`config.mk`:
```
export PLATFORM = sky130hd
export DESIGN_NAME = acb_ctrl
export DESIGN_NICKNAME = d
export VERILOG_FILES = /design/src/acb_pkg.sv /design/src/acb_ctrl.sv
export SDC_FILE = /design/constraint.sdc
export NUM_CORES = 1
export LEC_CHECK = 0
export ABC_AREA = 1
export BUFFER_PORTS_ARGS = -buffer_cell sky130_fd_sc_hd__buf_2
export CAP_MARGIN = 0
export CORE_UTILIZATION = 35
export CTS_CLUSTER_SIZE = 24
export DETAILED_ROUTE_END_ITERATION = 7
export HOLD_SLACK_MARGIN = 0.15
export PLACE_DENSITY_LB_ADDON = 0.08
export SETUP_SLACK_MARGIN = 0.15
export SYNTH_ARGS = -nofsm -noshare
export SYNTH_HDL_FRONTEND = slang
export SYNTH_SLANG_ARGS = --single-unit
```
`constraint.sdc`:
```
create_clock -name clk -period 3.3 [get_ports clk]
set_input_delay 0.495 -clock clk [delete_from_list [all_inputs] [get_ports clk]]
set_output_delay 0.495 -clock clk [all_outputs]
set_load 0.03 [all_outputs]
```
`src/acb_pkg.sv`:
```
// Shared types and codes for the goto-table builder.
// Request and result structs, op and status codes, controller states,
// and the command/status bundles between controller and datapath.
package acb_pkg;

    localparam logic [2:0] OP_EDGE   = 3'd0;
    localparam logic [2:0] OP_SUFFIX = 3'd1;
    localparam logic [2:0] OP_TERM   = 3'd2;
    localparam logic [2:0] OP_BUILD  = 3'd3;
    localparam logic [2:0] OP_READ   = 3'd4;

    localparam logic [1:0] STATUS_OK        = 2'd0;
    localparam logic [1:0] STATUS_RANGE     = 2'd1;
    localparam logic [1:0] STATUS_MALFORMED = 2'd2;

    localparam int LINK_W = 8;
    localparam int CFG_W  = 9;

    typedef struct packed {
        logic [2:0]  op;
        logic [7:0]  state_index;
        logic [7:0]  symbol;
        logic [7:0]  link_value;
        logic [15:0] terminal_value;
    } in_item_t;

    typedef struct packed {
        logic [7:0]  next_state;
        logic [15:0] terminal_out;
        logic [7:0]  output_link;
        logic [1:0]  status;
    } out_item_t;

    typedef enum logic [3:0] {
        S_CLEAR,
        S_IDLE,
        S_DECODE,
        S_RDWAIT,
        S_RESULT,
        S_POP,
        S_POPW,
        S_SUFW,
        S_RDCHILD,
        S_CHILD,
        S_COPY
    } ctrl_state_t;

    typedef struct packed {
        logic       clr_step;
        logic       capture;
        logic       wr_edge;
        logic       wr_suf;
        logic       wr_term;
        logic       rd_item;
        logic       res_read;
        logic       res_load;
        logic [1:0] res_status;
        logic       bld_init;
        logic       pop;
        logic       load_cur;
        logic       load_suf;
        logic       rd_child;
        logic       push;
        logic       rd_copy;
        logic       wr_copy;
        logic       sym_clr;
        logic       sym_step;
        logic       emit;
    } cmd_t;

    typedef struct packed {
        logic [2:0] op;
        logic       st_ok;
        logic       sym_ok;
        logic       count_zero;
        logic       queue_empty;
        logic       child_nz;
        logic       child_bad;
        logic       suf_bad;
        logic       cur_zero;
        logic       sym_last;
        logic       clear_last;
        logic       out_free;
    } sts_t;

endpackage

```
`src/acb_ctrl.sv`:
```
// Controller state machine for the goto-table builder.
// Depends on acb_pkg; drives datapath commands from datapath status.
module acb_ctrl import acb_pkg::*; (
    input  logic clk,
    input  logic rst_n,
    input  logic in_valid,
    output logic in_ready,
    input  sts_t sts,
    output cmd_t cmd
);

    ctrl_state_t state_reg, state_next;

    always_ff @(posedge clk or negedge rst_n)
    begin
        if (!rst_n)
        begin
            state_reg <= S_CLEAR;
        end
        else
        begin
            state_reg <= state_next;
        end
    end

    always_comb
    begin
        state_next = state_reg;
        unique case (state_reg)
            S_CLEAR:
            begin
                if (sts.clear_last)
                begin
                    state_next = S_IDLE;
                end
            end
            S_IDLE:
            begin
                if (in_valid)
                begin
                    state_next = S_DECODE;
                end
            end
            S_DECODE:
            begin
                state_next = S_RESULT;
                if (sts.op == OP_READ && sts.st_ok && sts.sym_ok)
                begin
                    state_next = S_RDWAIT;
                end
                else if (sts.op == OP_BUILD && !sts.count_zero)
                begin
                    state_next = S_POP;
                end
            end
            S_RDWAIT:  state_next = S_RESULT;
            S_RESULT:
            begin
                if (sts.out_free)
                begin
                    state_next = S_IDLE;
                end
            end
            S_POP:     state_next = sts.queue_empty ? S_RESULT : S_POPW;
            S_POPW:    state_next = S_SUFW;
            S_SUFW:    state_next = S_RDCHILD;
            S_RDCHILD: state_next = S_CHILD;
            S_CHILD:
            begin
                if (sts.child_nz)
                begin
                    if (sts.child_bad)
                    begin
                        state_next = S_RESULT;
                    end
                    else
                    begin
                        state_next = sts.sym_last ? S_POP : S_RDCHILD;
                    end
                end
                else if (!sts.cur_zero)
                begin
                    state_next = sts.suf_bad ? S_RESULT : S_COPY;
                end
                else
                begin
                    state_next = sts.sym_last ? S_POP : S_RDCHILD;
                end
            end
            S_COPY:    state_next = sts.sym_last ? S_POP : S_RDCHILD;
            default:   state_next = S_IDLE;
        endcase
    end

    always_comb
    begin
        cmd = '0;
        in_ready = 1'b0;
        unique case (state_reg)
            S_CLEAR:   cmd.clr_step = 1'b1;
            S_IDLE:
            begin
                in_ready    = 1'b1;
                cmd.capture = in_valid;
            end
            S_DECODE:
            begin
                cmd.res_load   = 1'b1;
                cmd.res_status = STATUS_OK;
                case (sts.op)
                    OP_EDGE:
                    begin
                        if (sts.st_ok && sts.sym_ok)
                            cmd.wr_edge = 1'b1;
                        else
                            cmd.res_status = STATUS_RANGE;
                    end
                    OP_SUFFIX:
                    begin
                        if (sts.st_ok)
                            cmd.wr_suf = 1'b1;
                        else
                            cmd.res_status = STATUS_RANGE;
                    end
                    OP_TERM:
                    begin
                        if (sts.st_ok)
                            cmd.wr_term = 1'b1;
                        else
                            cmd.res_status = STATUS_RANGE;
                    end
                    OP_READ:
                    begin
                        if (sts.st_ok && sts.sym_ok)
                        begin
                            cmd.rd_item  = 1'b1;
                            cmd.res_load = 1'b0;
                        end
                        else
                        begin
                            cmd.res_status = STATUS_RANGE;
                        end
                    end
                    OP_BUILD:
                    begin
                        if (sts.count_zero)
                        begin
                            cmd.res_status = STATUS_RANGE;
                        end
                        else
                        begin
                            cmd.bld_init = 1'b1;
                            cmd.res_load = 1'b0;
                        end
                    end
                    default: ;
                endcase
            end
            S_RDWAIT:  cmd.res_read = 1'b1;
            S_RESULT:  cmd.emit = sts.out_free;
            S_POP:
            begin
                if (sts.queue_empty)
                begin
                    cmd.res_load   = 1'b1;
                    cmd.res_status = STATUS_OK;
                end
                else
                begin
                    cmd.pop = 1'b1;
                end
            end
            S_POPW:
            begin
                cmd.load_cur = 1'b1;
                cmd.sym_clr  = 1'b1;
            end
            S_SUFW:    cmd.load_suf = 1'b1;
            S_RDCHILD: cmd.rd_child = 1'b1;
            S_CHILD:
            begin
                if (sts.child_nz)
                begin
                    if (sts.child_bad)
                    begin
                        cmd.res_load   = 1'b1;
                        cmd.res_status = STATUS_MALFORMED;
                    end
                    else
                    begin
                        cmd.push     = 1'b1;
                        cmd.sym_step = !sts.sym_last;
                    end
                end
                else if (!sts.cur_zero)
                begin
                    if (sts.suf_bad)
                    begin
                        cmd.res_load   = 1'b1;
                        cmd.res_status = STATUS_MALFORMED;
                    end
                    else
                    begin
                        cmd.rd_copy = 1'b1;
                    end
                end
                else
                begin
                    cmd.sym_step = !sts.sym_last;
                end
            end
            S_COPY:
            begin
                cmd.wr_copy  = 1'b1;
                cmd.sym_step = !sts.sym_last;
            end
            default: ;
        endcase
    end

endmodule

```
==> out/results.tsv <==
stage	metric	value	unit
sta	final worst-path cycle share	0.601	
detailed_routing	routed length per instance	8.39	um
power_and_ir_drop	leak pwr	0.000590	uW
power_and_ir_drop	power per standard cell area	661	mW/mm^2
layout	growth of design area from synthesis to finish	37.7	%
sta	max-slew violations	0	
cts	clock latency at the later pin of the worst-skew pair	0.23	ns
cts	clock transition at the registers of the reported paths	0.04	ns
worst_hold_path	class of the tightest hold or removal check	primary input to asynchronous set/reset pin	
sta	worst-margin pin slew	0.275	ns
layout	nets@finish	185	
sta	Final Hold Vio Count	0	
critical_path	type of the worst setup path	flip-flop to output port	
synth	most instantiated library cell after synthesis	nand2_1	
detailed_routing	Iter 0 DRT Violations	6	
sta	final setup violation count	0	
floorplan	area inside the core boundary	0.00175	mm^2
synth	share of Yosys cell area claimed by the top area cell type	0.229	
cts	post-cts sizing count	0	
synth	commonest cells in the synthesized netlist	40 x nand2_1, 19 x inv_1, 17 x nor2_1, 8 x nand3_1, 7 x nor3_1	
synth	Mapped Cells	125	
synth	warning count from the yosys run	0	
critical_path	worst endpoint required time	2.80	ns
synth	number of flip-flops and latches in the synthesized netlist	4	
detailed_routing	antenna-violating nets left	0	
cts	CTS tree	built	
cts	number of sinks handled by clock tree synthesis	4	
synth	Mean Syn Cell Area	5.24	um^2
sta	Min Clock Period, post-route	1.98	ns
cts	Root Driver	clkbuf_4	
floorplan	boundary pin count	39	
global_route	GR Util All Layers	0.172	
sta	worst slack on hold paths	0.593	ns
synth	sequential fraction of the synthesis area	0.153	
power_and_ir_drop	VDD IR max	0.266	mV
synth	post-synthesis instance area	654	um^2
power_and_ir_drop	Reg power frac	0.184	
critical_path	nature of the critical path endpoint	output port	
synth	commonest register cell after synthesis	dfrtp_1	
power_and_ir_drop	Switching Power	352	uW
place	Port-buffer cells	38	
layout	# diodes	0	
synth	EDFF count, synth	0	
synth	async set-or-reset flop fraction in the synthesized netlist	1.00	
floorplan	Die Height	45.2	um
floorplan	Initial Utilization	0.375	
place	placement-stage cell area	868	um^2
detailed_routing	mean number of vias per cell	4.43	
synth	largest area contributor in the netlist	nand2_1	
floorplan	Die X-Extent	45.2	um
power_and_ir_drop	share of total power in combinational logic	0.718	
sta	timing-limited maximum frequency	504	MHz
critical_path	biggest fanout along the worst timing path	7	
global_route	residual overflow from global routing	0	
global_route	global-route wire length before repair	2660	um
critical_path	slack of the worst reg-to-reg path	2.02	ns
place	global placer's final weighted congestion	0.865	
detailed_routing	routed wire length	1600	um
outcome	status	completed	
sta	RSZ-0062 raised after global routing	no	
cts	number of clock buffers inserted by TritonCTS	3	
place	detailed placement HPWL	1460	um
critical_path	startpoint type of the worst setup path	flip-flop	
layout	Largest register FFs	4	
layout	fin area	901	um^2
sta	Fin Clk Skew	0.00180	ns
power_and_ir_drop	clock network power share	0.098	
synth	syn nets	142	
critical_path	critical path data arrival time	1.49	ns
global_route	largest net degree at the start of global routing	8	
global_route	number of global-route vias before repair	699	
floorplan	area of the die	0.00205	mm^2
run	maximum capacitance violations	0	
detailed_routing	overall via count from detail_route	847	
detailed_routing	count of unresolved DRC violations after routing	0	
sta	relative slew slack	0.816	
layout	share of layout cells above drive strength 1	0.355	
synth	Unique masters post-synth	19	
sta	sum of negative setup slack	0	ns
synth	Synth area leaders	nand2_1 23%, dfrtp_1 15%, inv_1 11%	
global_route	number of antenna violations at the first check in global routing	0	
layout	Filler Cells Inserted	212	
cts	H-tree depth	1	
floorplan	Core Rows	15	
detailed_routing	DR pass1 iterations	4	
power_and_ir_drop	internal power of the cells	243	uW
power_and_ir_drop	switching portion of total power	0.592	
cts	buffer levels on the longest clock path	2	
==> routing by layer <==
metal  vias up  part of all wire  routed length, um  global-route usage
met5         -                 0                  0                   0
met2        23              0.51                821               0.296
met1       359              0.45                713               0.228
li1        463                 -                  -                   -
met4         0            0.0081                 13              0.0364
met3         2             0.034                 54              0.0240
==> per-stage QoR <==
| step | power, uW | std cells | util | setup slack [ns] |
|---|---|---|---|---|
| 2_1_floorplan | 436 | 125 | - | 1.04 |
| 3_3_place_gp | 542 | 187 | 0.497 | 1.48 |
| 3_5_place_dp | 542 | 187 | 0.497 | 1.47 |
| 4_1_cts | 604 | 191 | 0.516 | 1.30 |
| 5_1_grt | 665 | 191 | 0.516 | 1.19 |
| 6_report | 595 | 191 | 0.516 | 1.32 |
==> worst max-delay path, cell delays in order (launching register included) <==
cell and delay (ns):
dfrtp_1 0.43, nor2_2 0.28, nand2_4 0.14, inv_1 0.09
nand3_1 0.06, nand2_1 0.07, buf_2 0.19
==> worst paths after layout <==
| check | to | depth (start not counted) | start |
|---|---|---|---|
| max in group asynchronous | state_reg[0] | 2 | rst_n |
| worst max register to register | state_reg[0] | 7 | state_reg[3] |
| min in group clk | state_reg[2] | 4 | sts[0] |
| worst max-delay path | cmd[13] | 6 | state_reg[3] |
| worst min-delay path | state_reg[3] | 2 | rst_n |
| worst min register to register | state_reg[3] | 3 | state_reg[2] |
==> power by group through the flow <==
stage	Combinational, uW	Clock, uW	Sequential (uW)
after floorplan	332	0	104
after global placement	432	0	110
after detailed placement	431	0	110
after CTS	433	60.5	110
after global routing	485	65.4	115
final	427	58.4	110
==> placed cells by master (no fill, tap or decap) <==
cell type,instances
a21boi_1,1
a31oi_1,1
inv_2,6
dfrtp_1,4
nand2_2,1
a21oi_1,3
nor2_2,6
nand2_1,40
inv_1,19
o211ai_1,1
dlygate4sd3_1,1
nand2_4,1
buf_2,38
clkbuf_4,3
nor3_1,7
nand3_1,8
o21ai_0,3
nor2_4,3
a21oi_2,1
nand3b_1,2
nor2_1,17
==> cell families after synthesis <==
group	Yosys count	share of synthesized area
AOI/OAI and AO/OA	10	0.0918
buffers and inverters	26	0.155
DFF	4	0.153
and+or+nand+nor	85	0.600
==> what timing repair did <==
item | in CTS | in global routing
hold buffers | 1 | 0
endpoints found under the hold margin | 4 | 0
setup buffers | 0 | 0
==> area by class of cell <==
class	count	area, um^2	share of cell area
flip-flops and latches	4	100	0.111
multi-input cells	95	453	0.503
inverters	25	93.8	0.104
clock buffers	3	22.5	0.0250
well taps	25	31.3	0.0347
repair buffers	39	200	0.222
No activity file was read; power rests on OpenSTA's default activity.
